File: src/rtl/assert_macros.svh
// ----------------------------------------------------------------------------
// Assertion macros
// Concurrent assertion wrappers that compile away when SYNTHESIS is defined.
// ----------------------------------------------------------------------------
`ifndef ASSERT_MACROS_SVH
`define ASSERT_MACROS_SVH

`ifndef SYNTHESIS
// The property must hold at every clock edge outside reset.
`define ASSERT_PROP(lbl, clk, rst_n, prop) \
  lbl: assert property (@(posedge clk) disable iff (!rst_n) prop) \
    else $error("assertion failed");
// The expression must never be true at a clock edge outside reset.
`define ASSERT_NEVER(lbl, clk, rst_n, expr) \
  lbl: assert property (@(posedge clk) disable iff (!rst_n) !(expr)) \
    else $error("forbidden condition seen");
`else
`define ASSERT_PROP(lbl, clk, rst_n, prop)
`define ASSERT_NEVER(lbl, clk, rst_n, expr)
`endif

`endif

File: src/rtl/md4_pkg.sv
// ----------------------------------------------------------------------------
// MD4 engine package
// Constants, request codes, state types and step helper functions.
// ----------------------------------------------------------------------------
package md4_pkg;

  localparam logic [31:0] IV_A     = 32'h67452301;
  localparam logic [31:0] IV_B     = 32'hefcdab89;
  localparam logic [31:0] IV_C     = 32'h98badcfe;
  localparam logic [31:0] IV_D     = 32'h10325476;
  localparam logic [31:0] K_ROUND2 = 32'h5a827999;
  localparam logic [31:0] K_ROUND3 = 32'h6ed9eba1;
  localparam logic [7:0]  PAD_BYTE = 8'h80;

  localparam logic [3:0][31:0] IV_WORDS = {IV_D, IV_C, IV_B, IV_A};

  localparam int unsigned CNT_W   = 61;  // message length in bytes, modulo 2^61
  localparam int unsigned WORDS   = 16;
  localparam int unsigned WADDR_W = 4;
  localparam logic [5:0]  LAST_STEP = 6'd47;

  localparam logic [1:0] REQ_ABSORB = 2'd0;
  localparam logic [1:0] REQ_FINISH = 2'd1;
  localparam logic [1:0] REQ_PEEK   = 2'd2;

  typedef enum logic [2:0] {
    ST_IDLE,
    ST_MSG,
    ST_PAD1,
    ST_PAD2,
    ST_EMIT
  } top_state_t;

  typedef enum logic [1:0] {
    C_IDLE,
    C_RUN,
    C_ADD
  } core_state_t;

  // Where the sixteen words of a block come from.
  typedef enum logic [1:0] {
    BLK_MSG,       // all words from the block store
    BLK_PAD_LEN,   // stored words, pad word, zeros, bit length
    BLK_PAD_ONLY,  // stored words, pad word, zeros
    BLK_LEN_ONLY   // zeros and bit length
  } blk_kind_t;

  typedef struct packed {
    logic      start;
    logic      keep_h;
    blk_kind_t kind;
  } core_ctl_t;

  typedef struct packed {
    logic busy;
    logic done;
  } core_stat_t;

  typedef struct packed {
    logic [WADDR_W-1:0] fw;
    logic [31:0]        pad_word;
    logic [63:0]        bit_len;
  } pad_info_t;

  // Message word used by a step: rounds two and three permute the index.
  function automatic logic [WADDR_W-1:0] word_index(input logic [5:0] step);
    logic [3:0] k;
    k = step[3:0];
    case (step[5:4])
      2'd1:    return {k[1:0], k[3:2]};
      2'd2:    return {k[0], k[1], k[2], k[3]};
      default: return k;
    endcase
  endfunction

  function automatic logic [4:0] rot_amount(input logic [5:0] step);
    logic [4:0] s;
    case ({step[5:4], step[1:0]})
      4'b0000: s = 5'd3;
      4'b0001: s = 5'd7;
      4'b0010: s = 5'd11;
      4'b0011: s = 5'd19;
      4'b0100: s = 5'd3;
      4'b0101: s = 5'd5;
      4'b0110: s = 5'd9;
      4'b0111: s = 5'd13;
      4'b1000: s = 5'd3;
      4'b1001: s = 5'd9;
      4'b1010: s = 5'd11;
      4'b1011: s = 5'd15;
      default: s = 5'd3;
    endcase
    return s;
  endfunction

  function automatic logic [31:0] rotl32(input logic [31:0] v, input logic [4:0] n);
    logic [63:0] t;
    t = {v, v} << n;
    return t[63:32];
  endfunction

endpackage

File: src/rtl/md4_hash_engine.sv
// ----------------------------------------------------------------------------
// MD4 hash engine
// Streaming MD4 digest: absorbs bytes, emits digests on peek and finish.
// ----------------------------------------------------------------------------
// Absorb transactions are taken one per cycle while the engine is idle; the byte
// that fills a block holds in_tready low while the 48-step core runs on the store.
// A peek or finish compresses one padded block before its digest is offered, or two
// when the padding spills into a second block (message length mod 64 >= 56).
// Synchronous active-low reset loads the initial chaining words and clears the
// byte count; the block store RAM is not cleared and needs no clearing pass.
module md4_hash_engine (
  input  logic          clk,
  input  logic          rst_n,
  input  logic          in_tvalid,
  output logic          in_tready,
  input  logic [15:0]   in_tdata,   // [1:0] req_type, [9:2] msg_byte, rest zero
  output logic          out_tvalid,
  input  logic          out_tready,
  output logic [127:0]  out_tdata   // [63:0] digest_low, [127:64] digest_high
);

`include "assert_macros.svh"

  md4_pkg::top_state_t state_r, state_nxt;
  logic [3:0][31:0]          chain_r;
  logic [md4_pkg::CNT_W-1:0] cnt_r;
  logic [31:0]               part_r, part_nxt;
  logic                      fin_r;
  logic                      out_valid_r;
  logic [127:0]              out_data_r;

  logic [1:0]  req;
  logic [7:0]  msg_byte;
  logic        accept, absorb, digest_req, block_full, two_blocks, emit_go;
  logic        ram_we;
  logic [31:0] ram_wdata, ram_rdata;
  logic [md4_pkg::WADDR_W-1:0] ram_raddr;

  md4_pkg::core_ctl_t  core_ctl;
  md4_pkg::core_stat_t core_stat;
  md4_pkg::pad_info_t  pad;
  logic [3:0][31:0]    hash;

  assign req        = in_tdata[1:0];
  assign msg_byte   = in_tdata[9:2];
  assign in_tready  = (state_r == md4_pkg::ST_IDLE);
  assign accept     = in_tvalid && in_tready;
  assign absorb     = accept && (req == md4_pkg::REQ_ABSORB);
  assign digest_req = accept && (req == md4_pkg::REQ_FINISH || req == md4_pkg::REQ_PEEK);
  assign block_full = (cnt_r[5:0] == 6'd63);
  assign two_blocks = (cnt_r[5:3] == 3'b111);
  assign emit_go    = (state_r == md4_pkg::ST_EMIT) && (!out_valid_r || out_tready);

  always_comb begin
    state_nxt = state_r;
    unique case (state_r)
      md4_pkg::ST_IDLE: begin
        if (absorb && block_full) begin
          state_nxt = md4_pkg::ST_MSG;
        end else if (digest_req) begin
          state_nxt = two_blocks ? md4_pkg::ST_PAD1 : md4_pkg::ST_PAD2;
        end
      end
      md4_pkg::ST_MSG:  if (core_stat.done) state_nxt = md4_pkg::ST_IDLE;
      md4_pkg::ST_PAD1: if (core_stat.done) state_nxt = md4_pkg::ST_PAD2;
      md4_pkg::ST_PAD2: if (core_stat.done) state_nxt = md4_pkg::ST_EMIT;
      md4_pkg::ST_EMIT: if (emit_go) state_nxt = md4_pkg::ST_IDLE;
      default:          state_nxt = md4_pkg::ST_IDLE;
    endcase
  end

  always_comb begin
    core_ctl.start  = 1'b0;
    core_ctl.keep_h = 1'b0;
    core_ctl.kind   = md4_pkg::BLK_MSG;
    if (absorb && block_full) begin
      core_ctl.start = 1'b1;
    end else if (digest_req) begin
      core_ctl.start = 1'b1;
      core_ctl.kind  = two_blocks ? md4_pkg::BLK_PAD_ONLY : md4_pkg::BLK_PAD_LEN;
    end else if (state_r == md4_pkg::ST_PAD1 && core_stat.done) begin
      core_ctl.start  = 1'b1;
      core_ctl.keep_h = 1'b1;
      core_ctl.kind   = md4_pkg::BLK_LEN_ONLY;
    end
  end

  // Bytes of the current word gather in part_r; a full word goes to the RAM.
  always_comb begin
    part_nxt = part_r;
    part_nxt[8*cnt_r[1:0] +: 8] = msg_byte;
    ram_we    = absorb && (cnt_r[1:0] == 2'd3);
    ram_wdata = {msg_byte, part_r[23:0]};
  end

  // Pad word: bytes already held, then 0x80, then zeros.
  always_comb begin
    for (int b = 0; b < 4; b++) begin
      if (2'(b) < cnt_r[1:0]) begin
        pad.pad_word[8*b +: 8] = part_r[8*b +: 8];
      end else if (2'(b) == cnt_r[1:0]) begin
        pad.pad_word[8*b +: 8] = md4_pkg::PAD_BYTE;
      end else begin
        pad.pad_word[8*b +: 8] = 8'd0;
      end
    end
    pad.fw      = cnt_r[5:2];
    pad.bit_len = {cnt_r, 3'b000};
  end

  always_ff @(posedge clk) begin
    if (!rst_n) begin
      state_r     <= md4_pkg::ST_IDLE;
      chain_r     <= md4_pkg::IV_WORDS;
      cnt_r       <= '0;
      out_valid_r <= 1'b0;
    end else begin
      state_r <= state_nxt;
      if (absorb) begin
        cnt_r <= md4_pkg::CNT_W'(cnt_r + 1'b1);
      end
      if (state_r == md4_pkg::ST_MSG && core_stat.done) begin
        chain_r <= hash;
      end
      if (emit_go && fin_r) begin
        chain_r <= md4_pkg::IV_WORDS;
        cnt_r   <= '0;
      end
      if (emit_go) begin
        out_valid_r <= 1'b1;
      end else if (out_tready) begin
        out_valid_r <= 1'b0;
      end
    end
  end

  always_ff @(posedge clk) begin
    if (absorb) begin
      part_r <= part_nxt;
    end
    if (digest_req) begin
      fin_r <= (req == md4_pkg::REQ_FINISH);
    end
    if (emit_go) begin
      out_data_r <= {hash[3], hash[2], hash[1], hash[0]};
    end
  end

  assign out_tvalid = out_valid_r;
  assign out_tdata  = out_data_r;

  md4_ram #(
    .WIDTH(32),
    .DEPTH(md4_pkg::WORDS)
  ) u_block_store (
    .clk   (clk),
    .we    (ram_we),
    .waddr (cnt_r[5:2]),
    .wdata (ram_wdata),
    .raddr (ram_raddr),
    .rdata (ram_rdata)
  );

  md4_core u_core (
    .clk       (clk),
    .rst_n     (rst_n),
    .ctl       (core_ctl),
    .pad       (pad),
    .base      (chain_r),
    .ram_rdata (ram_rdata),
    .ram_raddr (ram_raddr),
    .stat      (core_stat),
    .hash      (hash)
  );

  // The core reports completion only to a state that waits for it.
  `ASSERT_PROP(a_done_expected, clk, rst_n, core_stat.done |-> (state_r == md4_pkg::ST_MSG || state_r == md4_pkg::ST_PAD1 || state_r == md4_pkg::ST_PAD2))
  // A new block never starts while the core is still working.
  `ASSERT_NEVER(a_start_busy, clk, rst_n, core_ctl.start && core_stat.busy)
  // The block store is not written under a running compression.
  `ASSERT_NEVER(a_write_busy, clk, rst_n, ram_we && core_stat.busy)
  // A result appears only out of the emit state.
  `ASSERT_PROP(a_emit_src, clk, rst_n, $rose(out_tvalid) |-> $past(state_r == md4_pkg::ST_EMIT))

endmodule

File: src/rtl/md4_ram.sv
// ----------------------------------------------------------------------------
// Generic RAM
// Single write port, single read port with a registered read.
// ----------------------------------------------------------------------------
module md4_ram #(
  parameter int unsigned WIDTH = 32,
  parameter int unsigned DEPTH = 16
) (
  input  logic                     clk,
  input  logic                     we,
  input  logic [$clog2(DEPTH)-1:0] waddr,
  input  logic [WIDTH-1:0]         wdata,
  input  logic [$clog2(DEPTH)-1:0] raddr,
  output logic [WIDTH-1:0]         rdata
);

  logic [WIDTH-1:0] mem_r [DEPTH];
  logic [WIDTH-1:0] rdata_r;

  always_ff @(posedge clk) begin
    if (we) begin
      mem_r[waddr] <= wdata;
    end
    rdata_r <= mem_r[raddr];
  end

  assign rdata = rdata_r;

endmodule

File: src/rtl/md4_core.sv
// ----------------------------------------------------------------------------
// MD4 compression core
// Runs the 48 steps of one block, one step a cycle, reading message words
// from the block store and substituting padding and length words as needed.
// ----------------------------------------------------------------------------
module md4_core (
  input  logic                         clk,
  input  logic                         rst_n,
  input  md4_pkg::core_ctl_t           ctl,
  input  md4_pkg::pad_info_t           pad,
  input  logic [3:0][31:0]             base,
  input  logic [31:0]                  ram_rdata,
  output logic [md4_pkg::WADDR_W-1:0]  ram_raddr,
  output md4_pkg::core_stat_t          stat,
  output logic [3:0][31:0]             hash
);

  md4_pkg::core_state_t state_r, state_nxt;
  md4_pkg::blk_kind_t   kind_r;
  logic [5:0]           step_r;
  logic                 done_r;
  logic [3:0][31:0]     r_r, r_nxt;
  logic [3:0][31:0]     h_r;

  logic [md4_pkg::WADDR_W-1:0] j;
  logic [31:0] w, f, k, sum;
  logic [5:0]  issue_step;

  always_comb begin
    state_nxt = state_r;
    unique case (state_r)
      md4_pkg::C_IDLE: if (ctl.start) state_nxt = md4_pkg::C_RUN;
      md4_pkg::C_RUN:  if (step_r == md4_pkg::LAST_STEP) state_nxt = md4_pkg::C_ADD;
      md4_pkg::C_ADD:  state_nxt = md4_pkg::C_IDLE;
      default:         state_nxt = md4_pkg::C_IDLE;
    endcase
  end

  // The read for the next step is issued in the cycle before its use.
  always_comb begin
    issue_step = ctl.start ? 6'd0 : 6'(step_r + 6'd1);
    ram_raddr  = md4_pkg::word_index(issue_step);
    stat.busy  = (state_r != md4_pkg::C_IDLE);
    stat.done  = done_r;
    hash       = h_r;
  end

  always_comb begin
    j = md4_pkg::word_index(step_r);
    w = 32'd0;
    case (kind_r)
      md4_pkg::BLK_MSG: w = ram_rdata;
      md4_pkg::BLK_PAD_LEN, md4_pkg::BLK_PAD_ONLY: begin
        if (j < pad.fw) begin
          w = ram_rdata;
        end else if (j == pad.fw) begin
          w = pad.pad_word;
        end else if (kind_r == md4_pkg::BLK_PAD_LEN && j == 4'd14) begin
          w = pad.bit_len[31:0];
        end else if (kind_r == md4_pkg::BLK_PAD_LEN && j == 4'd15) begin
          w = pad.bit_len[63:32];
        end
      end
      default: begin
        if (j == 4'd14) begin
          w = pad.bit_len[31:0];
        end else if (j == 4'd15) begin
          w = pad.bit_len[63:32];
        end
      end
    endcase
  end

  // Register roles rotate each step: a is replaced, then the four shift along.
  always_comb begin
    case (step_r[5:4])
      2'd0: begin
        f = (r_r[1] & r_r[2]) | (~r_r[1] & r_r[3]);
        k = 32'd0;
      end
      2'd1: begin
        f = (r_r[1] & r_r[2]) | (r_r[1] & r_r[3]) | (r_r[2] & r_r[3]);
        k = md4_pkg::K_ROUND2;
      end
      default: begin
        f = r_r[1] ^ r_r[2] ^ r_r[3];
        k = md4_pkg::K_ROUND3;
      end
    endcase
    sum      = r_r[0] + f + w + k;
    r_nxt[0] = r_r[3];
    r_nxt[1] = md4_pkg::rotl32(sum, md4_pkg::rot_amount(step_r));
    r_nxt[2] = r_r[1];
    r_nxt[3] = r_r[2];
  end

  always_ff @(posedge clk) begin
    if (!rst_n) begin
      state_r <= md4_pkg::C_IDLE;
      step_r  <= 6'd0;
      done_r  <= 1'b0;
    end else begin
      state_r <= state_nxt;
      done_r  <= (state_r == md4_pkg::C_ADD);
      if (ctl.start) begin
        step_r <= 6'd0;
      end else if (state_r == md4_pkg::C_RUN) begin
        step_r <= 6'(step_r + 6'd1);
      end
    end
  end

  always_ff @(posedge clk) begin
    if (ctl.start) begin
      kind_r <= ctl.kind;
      if (ctl.keep_h) begin
        r_r <= h_r;
      end else begin
        r_r <= base;
        h_r <= base;
      end
    end else if (state_r == md4_pkg::C_RUN) begin
      r_r <= r_nxt;
    end else if (state_r == md4_pkg::C_ADD) begin
      for (int i = 0; i < 4; i++) begin
        h_r[i] <= h_r[i] + r_r[i];
      end
    end
  end

endmodule

File: config.mk
export PLATFORM = sky130hd
export DESIGN_NAME = md4_hash_engine
export DESIGN_NICKNAME = d
export VERILOG_FILES = /design/src/rtl/md4_pkg.sv /design/src/rtl/md4_hash_engine.sv /design/src/rtl/md4_ram.sv /design/src/rtl/md4_core.sv
export VERILOG_INCLUDE_DIRS = /design/src /design/src/rtl
export SDC_FILE = /design/constraint.sdc
export NUM_CORES = 2
export LEC_CHECK = 0
export ABC_AREA = 0
export BUFFER_PORTS_ARGS = -buffer_cell sky130_fd_sc_hd__buf_2
export CAP_MARGIN = 20
export CORE_ASPECT_RATIO = 1.75
export CORE_UTILIZATION = 40
export DETAILED_ROUTE_END_ITERATION = 16
export PLACE_DENSITY = 0.55
export SLEW_MARGIN = 5
export SYNTH_ARGS = -nofsm -noshare
export SYNTH_HDL_FRONTEND = slang
export SYNTH_HIERARCHICAL = 1
export SYNTH_SLANG_ARGS = --single-unit
File: constraint.sdc
create_clock -name clk -period 15.15 [get_ports clk]
set_clock_uncertainty 0.1 [all_clocks]
set_input_delay 0.7575 -clock clk [delete_from_list [all_inputs] [get_ports clk]]
set_output_delay 0.7575 -clock clk [all_outputs]
set_load 0.005 [all_outputs]
==> metrics.md <==
| Metric | Value |
|---|---|
| Most frequent CP cell | ha_1 |
| Design Area, Final | 66,100 µm² |
| RSZ-0062 raised after global routing | false |
| Required time worst endpoint | 15.51 ns |
| Mean Syn Cell Area | 11.8 µm² |
| Pint | 7.58 mW |
| Post-Syn Area | 59,300 µm² |
| Gpl congestion | 0.931 |
| I/O Pins | 150 |
| Worst path bufs/invs | 4 |
| Crit-path leading delay family | compound AO/OA/AOI/OAI gates |
| Hold depth | 2 |
| Chip Width | 293 µm |
| Port Buffer Count | 143 |
| Via count | 41.1k |
| Max cap viols | 0 |
| Worst-Margin Slew | 1.23 ns |
| Total track usage | 24.7% |
| Depth of the most critical reg-to-reg path | 25 |
| Number of buffers created by CTS | 107 |
| Share of cells above drive strength 1 | 13.0% |
| Vias in the first global route | 40.9k |
| Core box area | 147,000 µm² |
| Largest net degree at the start of global routing | 131 |
| Reg2Reg Launch Point | u_core/step_r[5] |
| Startpoint class of the critical path | flop |
| Final hold vios | 0 |
| Crit path max fanout | 33 |
| Worst skew pair latency | 0.75 ns |
| DR WL/cell | 26.1 µm |
| DRC Markers | 0 |
| Fin crit period | 9.13 ns |
| Net switching power | 5.02 mW |
| Initial antenna violation count | 3 |
| Leak | 24.0 nW |
| Die area | 150,000 µm² |
| Hold Crit Class | input port to flop |
| Status | completed |
| Setup Viol. Count Final | 0 |
| Drt total wl | 187,000 µm |
| Pwr per Cell Area | 191 nW/µm² |
| R2r endpoint | u_core/r_nxt[69] |
| Die Span Y | 511 µm |
| Comb pwr share | 42.4% |
| CP max stage delay | 0.71 ns |
| Synth-to-Final Area Change | 11.5% |
| Nets | 5,392 |
| Clock buffer depth | 3 |
| CTS H-Tree Depth | 3 |
| Peak VDD IR | 98.2 µV |
| Seq pwr share | 34.3% |
| Clock sinks | 1,161 |
| Tcrit/Tclk final | 60.3% |
| CTS resizes | 0 |
| Cells after Synth | 5,008 |
| Final ANT Viol Nets | 0 |
| Slowest cell on the critical path | o32ai_1 |
| Hold EP | fin_r |
| DP Area | 62,400 µm² |
| Crit path kind | flop to flop |
| # hold bufs at CTS | 0 |
| CTS tree | done |
| First-pass GRT wire length | 272,000 µm |
| Root Driver | clkbuf_16 |
| Clock Power Share | 23.3% |
| Max Slew Vio Count | 0 |
| Max-slew headroom | 18.0% |
| Setup Fix Bufs, Post-CTS | 0 |
| Vias/cell | 5.73 |
| DR iter-0 viols | 2,825 |
| Final setup TNS | 0 ns |
| Global route overflow | 0 |
| Crit. End Element | flop |
| Worst endpoint data arrival time | 9.49 ns |
| Hold_sp | in_tdata[0] |
| Switching share of power | 39.9% |
| # rows | 186 |
| Clock slew at reported path FFs | 0.08 ns |
| R2r setup slk | 6.02 ns |
| Fmax | 110 MHz |
| Yosys warns | 6 |
| Initial core utilization | 40.3% |
| DPL Wire Length | 132,000 µm |
| DR pass1 iterations | 6 |
==> metal layers <==
metal / global-route usage [%] / wire length (µm) / vias up
met5: 0 / 14 / -
met4: 16.9 / 14100 / 2
met3: 2.28 / 7130 / 385
met2: 45.5 / 99200 / 1170
met1: 26.5 / 66400 / 20754
li1: - / - / 18758
==> through the flow <==
step | instances | hold WS [ns] | total power, mW | worst slack [ns] | util, %
6_report | 7165 | 0.319 | 12.6 | 6.02 | 45.0
5_1_grt | 7164 | 0.309 | 13.3 | 5.68 | 45.0
4_1_cts | 7163 | 0.276 | 12.6 | 6.09 | 45.0
3_5_place_dp | 6961 | 0.348 | 9.65 | 6.14 | 42.4
3_3_place_gp | 6961 | 0.340 | 9.59 | 6.13 | 42.4
2_1_floorplan | 5017 | 0.331 | 7.87 | 7.33 | -
==> registers in the layout, summed over array words and instances (netlist names), named ones only <==
register	cells
u_core/r_nxt	96
cnt_r	61
u_block_store/rdata	32
part_r	24
out_tdata	128
u_core/done_r	1
state_r	3
u_core/kind_r	2
u_core/hash	128
out_tvalid	1
chain_r	128
u_core/step_r	6
u_core/state_r	2
fin_r	1
u_core/r_r	32
u_block_store/mem_r	512
==> cell usage in the layout, fill, tap and decap left out, types with 60 or more instances in the layout <==
master and instances:
a21o_1 66, a21oi_1 316, a22oi_1 108, and2_1 64
buf_2 143, buf_4 66, clkbuf_16 111, dfxtp_1 238
edfxtp_1 923, fa_1 91, ha_1 183, inv_1 250
mux2_2 60, mux2i_1 147, mux4_2 141, nand2_1 607
nand3_1 141, nor2_1 296, o21a_1 78, o21ai_0 247
xnor2_1 74, xor2_1 90
==> area by class of cell <==
type | count | area (µm²)
Antenna cell | 2 | 5.00
Clock buffer | 134 | 2900
Clock inverter | 68 | 876
Fill cell | 13712 | 80900
Inverter | 255 | 962
Multi-Input combinational cell | 3359 | 25200
Sequential cell | 1161 | 32500
Tap cell | 1974 | 2470
Timing Repair Buffer | 212 | 1270
==> power groups by stage <==
stage | clock, mW | combinational [mW] | sequential (mW)
6_report | 2.94 | 5.34 | 4.32
5_1_grt | 3.11 | 5.82 | 4.33
4_1_cts | 3.00 | 5.30 | 4.32
3_5_place_dp | 0 | 5.26 | 4.39
3_3_place_gp | 0 | 5.20 | 4.38
2_1_floorplan | 0 | 3.76 | 4.11
==> how the worst max path moves through the flow <==
stage               cells past startpoint              from  slack [ns]                to
detailed placement                     27  u_core/step_r[5]        6.14  u_core/r_nxt[69]
global placement                       27  u_core/step_r[5]        6.13  u_core/r_nxt[69]
finish                                 25  u_core/step_r[5]        6.02  u_core/r_nxt[69]
floorplan                               6        out_tready        7.33      chain_r[100]
CTS                                    27  u_core/step_r[5]        6.09  u_core/r_nxt[69]
global route                           25  u_core/step_r[5]        5.68  u_core/r_nxt[71]
Power figures use the tool's default switching activity.
